[config.mk]
export PLATFORM = sky130hd
export DESIGN_NAME = riff_avi_chunk_demux
export DESIGN_NICKNAME = d
export VERILOG_FILES = /design/src/rad_pkg.sv /design/src/rad_parser.sv /design/src/riff_avi_chunk_demux.sv
export SDC_FILE = /design/constraint.sdc
export NUM_CORES = 1
export LEC_CHECK = 0
export BUFFER_PORTS_ARGS = -buffer_cell sky130_fd_sc_hd__buf_2
export CORE_MARGIN = 1
export CORE_UTILIZATION = 40
export CTS_BUF_LIST = sky130_fd_sc_hd__clkbuf_4 sky130_fd_sc_hd__clkbuf_8 sky130_fd_sc_hd__clkbuf_16
export CTS_CLUSTER_SIZE = 10
export DETAILED_ROUTE_END_ITERATION = 10
export HOLD_SLACK_MARGIN = 0.06
export PLACE_DENSITY = 0.56
export SKIP_LAST_GASP = 1
export SLEW_MARGIN = 25
export SYNTH_ARGS = -nofsm -noshare
export SYNTH_HDL_FRONTEND = slang
export SYNTH_SLANG_ARGS = --single-unit
[constraint.sdc]
create_clock -name clk -period 3 [get_ports clk]
set_input_delay 0.3 -clock clk [delete_from_list [all_inputs] [get_ports clk]]
set_output_delay 0.3 -clock clk [all_outputs]
set_load 0.005 [all_outputs]
[src/rad_pkg.sv]
// Shared constants and types for the AVI movi chunk demultiplexer.
`timescale 1ns / 1ps
`default_nettype none

package rad_pkg;

  // Stream field widths
  localparam int unsigned ByteW  = 8;
  localparam int unsigned WordW  = 32;

  // Bytes of RIFF file header dropped at the start of the stream
  localparam logic [WordW-1:0] RiffHdrBytes = 32'd12;
  // Bytes in a chunk header (id then size) and in a list type
  localparam logic [WordW-1:0] ChunkHdrBytes = 32'd8;
  localparam logic [WordW-1:0] FourccBytes   = 32'd4;

  // FourCC codes, first byte in the top bits
  localparam logic [WordW-1:0] IdList = 32'h4C49_5354;  // "LIST"
  localparam logic [WordW-1:0] IdMovi = 32'h6D6F_7669;  // "movi"

  // Stream type characters of a movi chunk id
  localparam logic [ByteW-1:0] ChD = 8'h64;  // 'd'
  localparam logic [ByteW-1:0] ChB = 8'h62;  // 'b'
  localparam logic [ByteW-1:0] ChC = 8'h63;  // 'c'

  // One result word from the parser
  typedef struct packed {
    logic             valid;
    logic [ByteW-1:0] data;
    logic [WordW-1:0] frame_bytes;
    logic             last;
  } rad_res_t;

endpackage

`default_nettype wire

[src/rad_parser.sv]
// Chunk parser: walks the RIFF/AVI structure one byte per accepted word.
`timescale 1ns / 1ps
`default_nettype none

module rad_parser
  import rad_pkg::*;
(
  input  wire logic             clk,
  input  wire logic             rst,
  input  wire logic             accept,
  input  wire logic [ByteW-1:0] in_byte,
  output rad_res_t              res
);

  typedef enum logic [2:0] {
    PH_HDR_SKIP  = 3'd0,
    PH_TOP_HDR   = 3'd1,
    PH_LIST_TYPE = 3'd2,
    PH_SKIP      = 3'd3,
    PH_MOVI_HDR  = 3'd4,
    PH_FRAME     = 3'd5
  } phase_t;

  phase_t           phase, phase_next;
  logic [WordW-1:0] byte_cnt, byte_cnt_next;
  logic [WordW-1:0] id_shift, id_shift_next;
  logic [WordW-1:0] chunk_len, chunk_len_next;
  logic             in_movi, in_movi_next;

  // Shared helper terms
  logic [WordW-1:0] cnt_inc, cnt_dec, id_upd, len_upd, list_skip;
  logic             hdr_done, is_video;
  phase_t           hdr_phase;

  always_comb begin
    cnt_inc   = byte_cnt + 32'd1;
    cnt_dec   = (byte_cnt != '0) ? byte_cnt - 32'd1 : byte_cnt;
    hdr_phase = in_movi ? PH_MOVI_HDR : PH_TOP_HDR;
    // id bytes first, then little-endian size bytes
    if (byte_cnt < FourccBytes) begin
      id_upd  = {id_shift[WordW-ByteW-1:0], in_byte};
      len_upd = chunk_len;
    end else begin
      id_upd  = id_shift;
      len_upd = {in_byte, chunk_len[WordW-1:ByteW]};
    end
    hdr_done  = (cnt_inc >= ChunkHdrBytes);
    is_video  = (id_upd[15:8] == ChD) && ((id_upd[7:0] == ChB) || (id_upd[7:0] == ChC));
    // short LIST saturates to an empty skip
    list_skip = (chunk_len >= FourccBytes) ? chunk_len - FourccBytes : '0;
  end

  // Next-state logic
  always_comb begin
    phase_next     = phase;
    byte_cnt_next  = byte_cnt;
    id_shift_next  = id_shift;
    chunk_len_next = chunk_len;
    in_movi_next   = in_movi;
    res            = '0;
    case (phase)
      PH_TOP_HDR: begin
        id_shift_next  = id_upd;
        chunk_len_next = len_upd;
        byte_cnt_next  = cnt_inc;
        if (hdr_done) begin
          if (id_upd == IdList) begin
            byte_cnt_next = '0;
            phase_next    = PH_LIST_TYPE;
          end else begin
            byte_cnt_next = len_upd;
            phase_next    = (len_upd == '0) ? hdr_phase : PH_SKIP;
          end
        end
      end
      PH_LIST_TYPE: begin
        id_shift_next = {id_shift[WordW-ByteW-1:0], in_byte};
        byte_cnt_next = cnt_inc;
        if (cnt_inc >= FourccBytes) begin
          if (id_shift_next == IdMovi) begin
            byte_cnt_next = '0;
            in_movi_next  = 1'b1;
            phase_next    = PH_MOVI_HDR;
          end else begin
            byte_cnt_next = list_skip;
            phase_next    = (list_skip == '0) ? hdr_phase : PH_SKIP;
          end
        end
      end
      PH_SKIP: begin
        byte_cnt_next = cnt_dec;
        if (cnt_dec == '0) begin
          phase_next = hdr_phase;
        end
      end
      PH_MOVI_HDR: begin
        id_shift_next  = id_upd;
        chunk_len_next = len_upd;
        byte_cnt_next  = cnt_inc;
        if (hdr_done) begin
          byte_cnt_next = len_upd;
          if (is_video) begin
            // empty frame goes straight to the next chunk header
            phase_next = (len_upd == '0) ? PH_MOVI_HDR : PH_FRAME;
          end else begin
            phase_next = (len_upd == '0) ? hdr_phase : PH_SKIP;
          end
        end
      end
      PH_FRAME: begin
        byte_cnt_next   = cnt_dec;
        res.valid       = 1'b1;
        res.data        = in_byte;
        res.frame_bytes = chunk_len;
        res.last        = (cnt_dec == '0);
        if (cnt_dec == '0) begin
          phase_next = PH_MOVI_HDR;
        end
      end
      default: begin
        // RIFF header skip
        byte_cnt_next = cnt_inc;
        if (cnt_inc >= RiffHdrBytes) begin
          byte_cnt_next = '0;
          phase_next    = PH_TOP_HDR;
        end else begin
          phase_next = PH_HDR_SKIP;
        end
      end
    endcase
  end

  // State registers, advanced once per accepted word
  always_ff @(posedge clk) begin
    if (rst) begin
      phase     <= PH_HDR_SKIP;
      byte_cnt  <= '0;
      id_shift  <= '0;
      chunk_len <= '0;
      in_movi   <= 1'b0;
    end else if (accept) begin
      phase     <= phase_next;
      byte_cnt  <= byte_cnt_next;
      id_shift  <= id_shift_next;
      chunk_len <= chunk_len_next;
      in_movi   <= in_movi_next;
    end
  end

endmodule

`default_nettype wire

[src/riff_avi_chunk_demux.sv]
// Top level: AVI byte stream in, video frame payload bytes out.
//
// Input stream: one file byte per word on s_axis_tdata[7:0]. The 12-byte
// RIFF header is dropped, top-level chunks are skipped until LIST movi,
// and inside movi every 'db'/'dc' chunk has its payload passed on.
// Output stream: one payload byte per word, with the frame's chunk size
// alongside it and tlast on the final byte of each frame. Other chunks,
// headers and empty frames produce no output words.
// A payload byte appears on the output the cycle after it is accepted.
// Throughput: one byte per cycle while the receiver keeps up, set by the
// single output register; the parser updates state in the cycle of acceptance.
// Reset (rst, synchronous) returns the parser to the RIFF header skip and
// empties the output register.
// When the receiver stalls with a word held, s_axis_tready falls and the
// held word stays unchanged; input is taken again in the cycle the held
// word is taken.
`timescale 1ns / 1ps
`default_nettype none

module riff_avi_chunk_demux
  import rad_pkg::*;
(
  input  wire logic                   clk,
  input  wire logic                   rst,
  input  wire logic                   s_axis_tvalid,
  output      logic                   s_axis_tready,
  input  wire logic [ByteW-1:0]       s_axis_tdata,   // [7:0] in_byte
  output      logic                   m_axis_tvalid,
  input  wire logic                   m_axis_tready,
  output      logic [ByteW+WordW-1:0] m_axis_tdata,   // [7:0] out_byte, [39:8] frame_bytes
  output      logic                   m_axis_tlast    // frame_last
);

  logic     accept;
  rad_res_t res;

  // Take a word whenever the output slot is free or being emptied
  assign s_axis_tready = !m_axis_tvalid || m_axis_tready;
  assign accept        = s_axis_tvalid && s_axis_tready;

  rad_parser u_parser (
    .clk     (clk),
    .rst     (rst),
    .accept  (accept),
    .in_byte (s_axis_tdata),
    .res     (res)
  );

  // Output register
  always_ff @(posedge clk) begin
    if (rst) begin
      m_axis_tvalid <= 1'b0;
    end else if (accept) begin
      m_axis_tvalid <= res.valid;
    end else if (m_axis_tready) begin
      m_axis_tvalid <= 1'b0;
    end
  end

  always_ff @(posedge clk) begin
    if (accept && res.valid) begin
      m_axis_tdata <= {res.frame_bytes, res.data};
      m_axis_tlast <= res.last;
    end
  end

endmodule

`default_nettype wire
# After elaboration in Yosys (flattened, before gate mapping)
# Index checks and enable logic that the tools add are counted.
# Widths: inputs -> output; s select.
[op_classes] n_eq_ne=15 div_mod_pow=0 mux=29 bitwise=0 n_lt_le_gt_ge=5 shift=0 add_sub_neg=3 n_reduce_logical=18 mul=0
[op_table] cell="$mux 32" count=10
[op_table] cell="$pmux 32 s4" count=1
[op_table] cell="$logic_not 32->1" count=3
[op_table] cell="$eq 32x31->1 const B" count=2
[op_table] cell="$ge 32x3->1 const B" count=2
[op_table] cell="$ge 32x4->1 const B" count=2
[op_table] cell="$pmux 32 s2" count=1
[op_table] cell="$mux 42" count=1
[op_table] cell="$mux 3" count=11
[op_table] cell="$add 32x1->32 const B" count=1
[op_table] cell="$lt 32x3->1 const B" count=1
[op_table] cell="$reduce_bool 32->1" count=1
[op_table] cell="$sub 32x1->32 const B" count=1
[op_table] cell="$sub 32x3->32 const B" count=1
[op_table] cell="$eq 8x7->1 const B" count=3
[op_table] cell="$pmux 3 s5" count=1
[op_table] cell="$ne 2x1->1 const B" count=5
[op_table] cell="$eq 3x2->1 const B" count=2
[op_table] cell="$eq 3x3->1 const B" count=2
[op_table] cell="$reduce_and 6->1" count=1
[op_table] cell="$mux 1" count=4
[op_table] cell="$reduce_and 2->1" count=2
[op_table] cell="$reduce_and 4->1" count=1
[op_table] cell="$reduce_bool 2->1" count=2
[op_table] cell="other kinds (5)" count=9
[totals] latchBits=0 in_bits=12 memories=0 ramBits=0 ff_bits=142 mem_bits_ro=0

# Depth between registers and ports, before layout
[logic_depth] ltp_word=8 ltp_mapped=13 mapped_depth_nobuf=11

# Hierarchy
# Synthesis repeated with hierarchy kept, for this count alone.
[unflattened] cells_unflattened=1206 hier_area_um2=9385.3
[by_module_without_submodules] mod="rad_parser" seq_area_each_um2=2001.9 area_per_inst_um2=8086.5 n_inst=1 cells_each=1159
[by_module_without_submodules] mod="riff_avi_chunk_demux" seq_area_each_um2=1251.2 area_per_inst_um2=1298.7 n_inst=1 cells_each=47

# Worst setup path after synthesis
# OpenSTA, ideal clock, no wires.
[synth_path] kind="reg2reg" startpoint="reg u_parser.byte_cnt[0]" endpoint="reg u_parser.byte_cnt[1]" synth_period_minus_slack_ns=3.287 setup_ns=0.074 required_time_ns=2.926 setup_slack_ns=-0.287 t_arrival_ns=3.213 path_buffers=2 path_stages_with_launch=13 path_cell_list="dfxtp_1 -> ha_1 -> buf_2 -> nand4_4 -> nor4_1 -> nand3_1 -> xor2_1 -> nand4_1 -> or4_4 -> buf_2 -> or4_1 -> a22o_1 -> a31oi_1"
[synth_via] elab_chain_len=6 elab_cells_between_ends=17 cone_classes="add/sub (2); order compare (4); eq/ne (1); mux (9); reduce/logical (1)"
[synth_lines] element="start, declared" line="rad_parser.sv:25" rtl="logic [WordW-1:0] byte_cnt, byte_cnt_next;"
[synth_lines] element="start signal, assigned" line="rad_parser.sv:143" rtl="byte_cnt <= byte_cnt_next;"
[synth_lines] element="branches (longest 5 deep; another with $add 32x1->32)"
[synth_lines] element="$pmux 32 s4 *" line="rad_parser.sv:61" rtl="case (phase)"
# Mark *: on every way between the ends.
# A chain may end at the register's enable or synchronous reset.

# Worst setup path in the final report
[layout_path] startpoint="reg u_parser.byte_cnt[4]" endpoint="reg u_parser.byte_cnt[3]"
# Same word-level chain as after synthesis.

==> reports/qor.log <==
INFO  run_status     run_status=finished, violations left
INFO  run_status     failed_checks=setup timing
INFO  detailed_routing via_count=10.4k
INFO  global_routing grt.overflow.total=0
INFO  die            start_util=0.408
INFO  synthesis      yosysSeqAreaShare=0.352
INFO  clock_tree     tritoncts_clock_tree=built
INFO  timing         max_clock_freq=311MHz
INFO  global_routing grt_first_pass_wirelength=56700um
INFO  pwr            pwr_density_cell=440nW/um^2
INFO  clock_tree     cts_buffer_count=17
INFO  timing         finalSetupTns=-4.42ns
INFO  global_routing maximum_number_of_pins_on_one_net_before_global_route_repair=85
INFO  synthesis      postSynthCellCount=1196
INFO  setup_path     worst-path-max-fanout=7
INFO  setup_path     timing.setup.critical_path_class=reg2reg
INFO  timing         slew_headroom=0.360
INFO  layout         layout.core_utilization=0.579
INFO  layout         fillers=2083
INFO  synthesis      synth_fp_nets=1212
INFO  timing         setup_ws=-0.216ns
INFO  setup_path     worst_ep_required_time=3.31ns
INFO  setup_path     timing.critical_path.to_type=register
INFO  timing         fin_skew=0.0125ns
INFO  clock_tree     htree_num_levels=4
INFO  synthesis      ys_types=74
INFO  setup_path     worst_r2r_startpoint=u_parser.byte_cnt[4]$_SDFFE_PP0P_
INFO  clock_tree     cts_hold_buf=0
INFO  placed_design  gp_routability_congestion=0.978
INFO  die            die_height=154um
INFO  timing         timing.final.max_slew_violations=0
INFO  detailed_routing m1WireLength=17100um
INFO  detailed_routing top_layer=met4
INFO  setup_path     cp-startpoint=u_parser.byte_cnt[4]$_SDFFE_PP0P_
INFO  detailed_routing antenna_violating_nets_post_route=0
INFO  detailed_routing postRouteWirelength=38100um
INFO  placed_design  detailedPlace.worstSlack=-0.352ns
INFO  pwr            total_leakage_power=5.52nW
INFO  timing         final_worst_path_period_share=1.07
INFO  synthesis      yosys_warnings=0
INFO  timing         setup-violations-final=34
INFO  clock_tree     clock-sinks=142
INFO  synthesis      syn_avg_cell_area=7.73um^2
INFO  die            floorplan.io_pins=55
INFO  layout         n_antenna_cell=0
INFO  setup_path     worst_setup_path_start_kind=register
INFO  layout         area_growth_syn_to_layout=41.8%
INFO  global_routing grt.total_usage=0.310
INFO  setup_path     critical_path_arrival=3.53ns
INFO  timing         finalCriticalPeriod=3.22ns
INFO  placed_design  postPlaceCellArea=11500um^2
INFO  global_routing first_global_vias=9895
INFO  die            fp.dieArea=23700um^2
INFO  timing         report.final.hold_viol_count=0
INFO  detailed_routing met3_length=2910um
INFO  job            timing.max_cap.violations=0
INFO  timing         rsz0062_at_grt=yes
INFO  detailed_routing remaining_drc_errors=0
INFO  detailed_routing drt-pass1-iter-count=5
INFO  die            floorplan.rows=55
INFO  min_path       hold_crit_class=in2reg
INFO  clock_tree     insertion_delay=0.43ns
INFO  min_path       worstHoldStart=s_axis_tdata[0]
INFO  detailed_routing wl_per_cell=21.8um
INFO  layout         design.final.nets=1462
INFO  clock_tree     path_clk_slew=0.07ns
INFO  placed_design  hpwlAfterDp=26400um
INFO  layout         drive_gt1_frac=0.351
INFO  clock_tree     cts-root-to-sink-buffers=2
INFO  placed_design  port_buffers=54
INFO  synthesis      synth_edf_count=41
INFO  synthesis      async_reset_ff_frac=0
INFO  synthesis      synth_top_flop_cell=dfxtp_1
INFO  synthesis      synth_seq_cells=142
INFO  global_routing initial_antenna_violation_count=0
INFO  layout         stdcell_area=13100um^2
INFO  synthesis      synthesis.area=9250um^2
INFO  clock_tree     root_buffer=clkbuf_16
INFO  pwr            vdd_ir_drop_max=0.000371V
INFO  die            core_area=22600um^2
INFO  detailed_routing detail_route.vias_per_cell=5.99
INFO  detailed_routing drt-initial-drc-count=968
INFO  die            die_w=154um
INFO  timing         tightest_slew=0.956ns
INFO  detailed_routing met2WireLength=17200um
## flip-flops by register name (all words and copies together) (netlist names)
signal              cells
m_axis_tdata           40
u_parser.byte_cnt      32
u_parser.chunk_len     32
u_parser.id_shift      32
u_parser.phase          3
m_axis_tlast            1
m_axis_tvalid           1
u_parser.in_movi        1
## routing by layer
layer,up-vias,GRT usage
met2,437,0.484
met4,0,0.104
li1,4854,-
met3,64,0.0538
met5,-,0
met1,5088,0.431
## worst max-delay path, stage by stage (launching register included)
cell     delay, ns
dfxtp_4       0.38
buf_6         0.12
nand4_1       0.25
nor2_4        0.25
and4_1        0.24
mux2i_1       0.20
a21oi_1       0.08
or4_4         0.65
o31ai_4       0.27
buf_6         0.17
buf_12        0.14
nor2_1        0.05
o41a_1        0.29
## repair_timing
action | in CTS | in global routing
resized for setup | 63 | 78
pin swaps | 19 | 40
setup endpoints to repair | 68 | 37
setup buffers | 27 | 9
gates cloned | 0 | 5
## stage by stage
step	power, mW	hold slack [ns]	cells
finish	5.77	0.192	1744
global route	5.97	0.205	1744
global placement	3.48	0.439	1672
floorplan	2.85	0.432	1196
detailed placement	3.48	0.442	1672
CTS	5.60	0.181	1731
## cell type report
type | count | area, um^2 | share of cell area
clock inverters | 15 | 153 | 0.0116
flip-flops and latches | 142 | 3290 | 0.251
multi-input cells | 920 | 6120 | 0.467
inverters | 16 | 60.1 | 0.00458
clock buffers | 17 | 425 | 0.0324
well taps | 285 | 357 | 0.0272
repair buffers | 349 | 2710 | 0.207
## worst paths after layout
check	cells after the start	endpoint	slack [ns]
max reg2reg	12	u_parser.byte_cnt[3]$_SDFFE_PP0P_	-0.22
max	12	u_parser.byte_cnt[3]$_SDFFE_PP0P_	-0.22
min reg2reg	2	u_parser.id_shift[27]$_SDFFE_PP0P_	0.45
min	3	u_parser.chunk_len[24]$_SDFFE_PP0P_	0.19
## Yosys cell counts (8+ instances only)
master	number	area, um^2
a211oi_1	8	60.1
a21oi_1	117	586
a31oi_1	10	62.6
and3_1	43	269
buf_2	23	115
clkbuf_1	88	330
dfxtp_1	101	2020
edfxtp_1	41	1230
inv_1	16	60.1
mux2i_1	36	360
nand2_1	174	653
nand2b_1	12	75.1
nand3_1	33	165
nand4_1	26	163
nor2_1	107	402
nor3_1	65	325
nor4_1	43	269
o21ai_0	25	125
o221a_2	24	270
or3_1	13	81.3
or4_1	16	120
xnor2_1	27	236
xor2_1	19	166
## report_power, final
group | total (mW) | leakage, nW | switching, mW | internal [mW]
registers | 2.09 | 1.23 | 0.0684 | 2.02
logic | 1.58 | 4.02 | 0.882 | 0.699
clock network | 2.10 | 0.277 | 0.992 | 1.10
total | 5.77 | 5.52 | 1.94 | 3.82
## layout by cell type (no fill, tap or decap), types with 21 or more instances in the layout
master,n
nor3_1,56
nand2_1,174
nor2_1,100
nor4_1,30
edfxtp_1,41
buf_2,53
dfxtp_1,83
nand3_1,32
a21oi_1,112
clkbuf_16,21
mux2i_1,34
buf_4,269
xnor2_1,26
nand4_1,26
o21ai_0,21
and3_1,43
## kinds of logic after synthesis
logic type,count (synthesis),share of synthesized area
adders and majority gates,4,0.00541
xor gates and xnor gates,46,0.0436
and+or+nand+nor,587,0.325
muxes,39,0.0426
AOI/OAI and AO/OA,244,0.174
buffers and inverters,134,0.0576
DFF,142,0.352
Power figures use the tool's default switching activity.
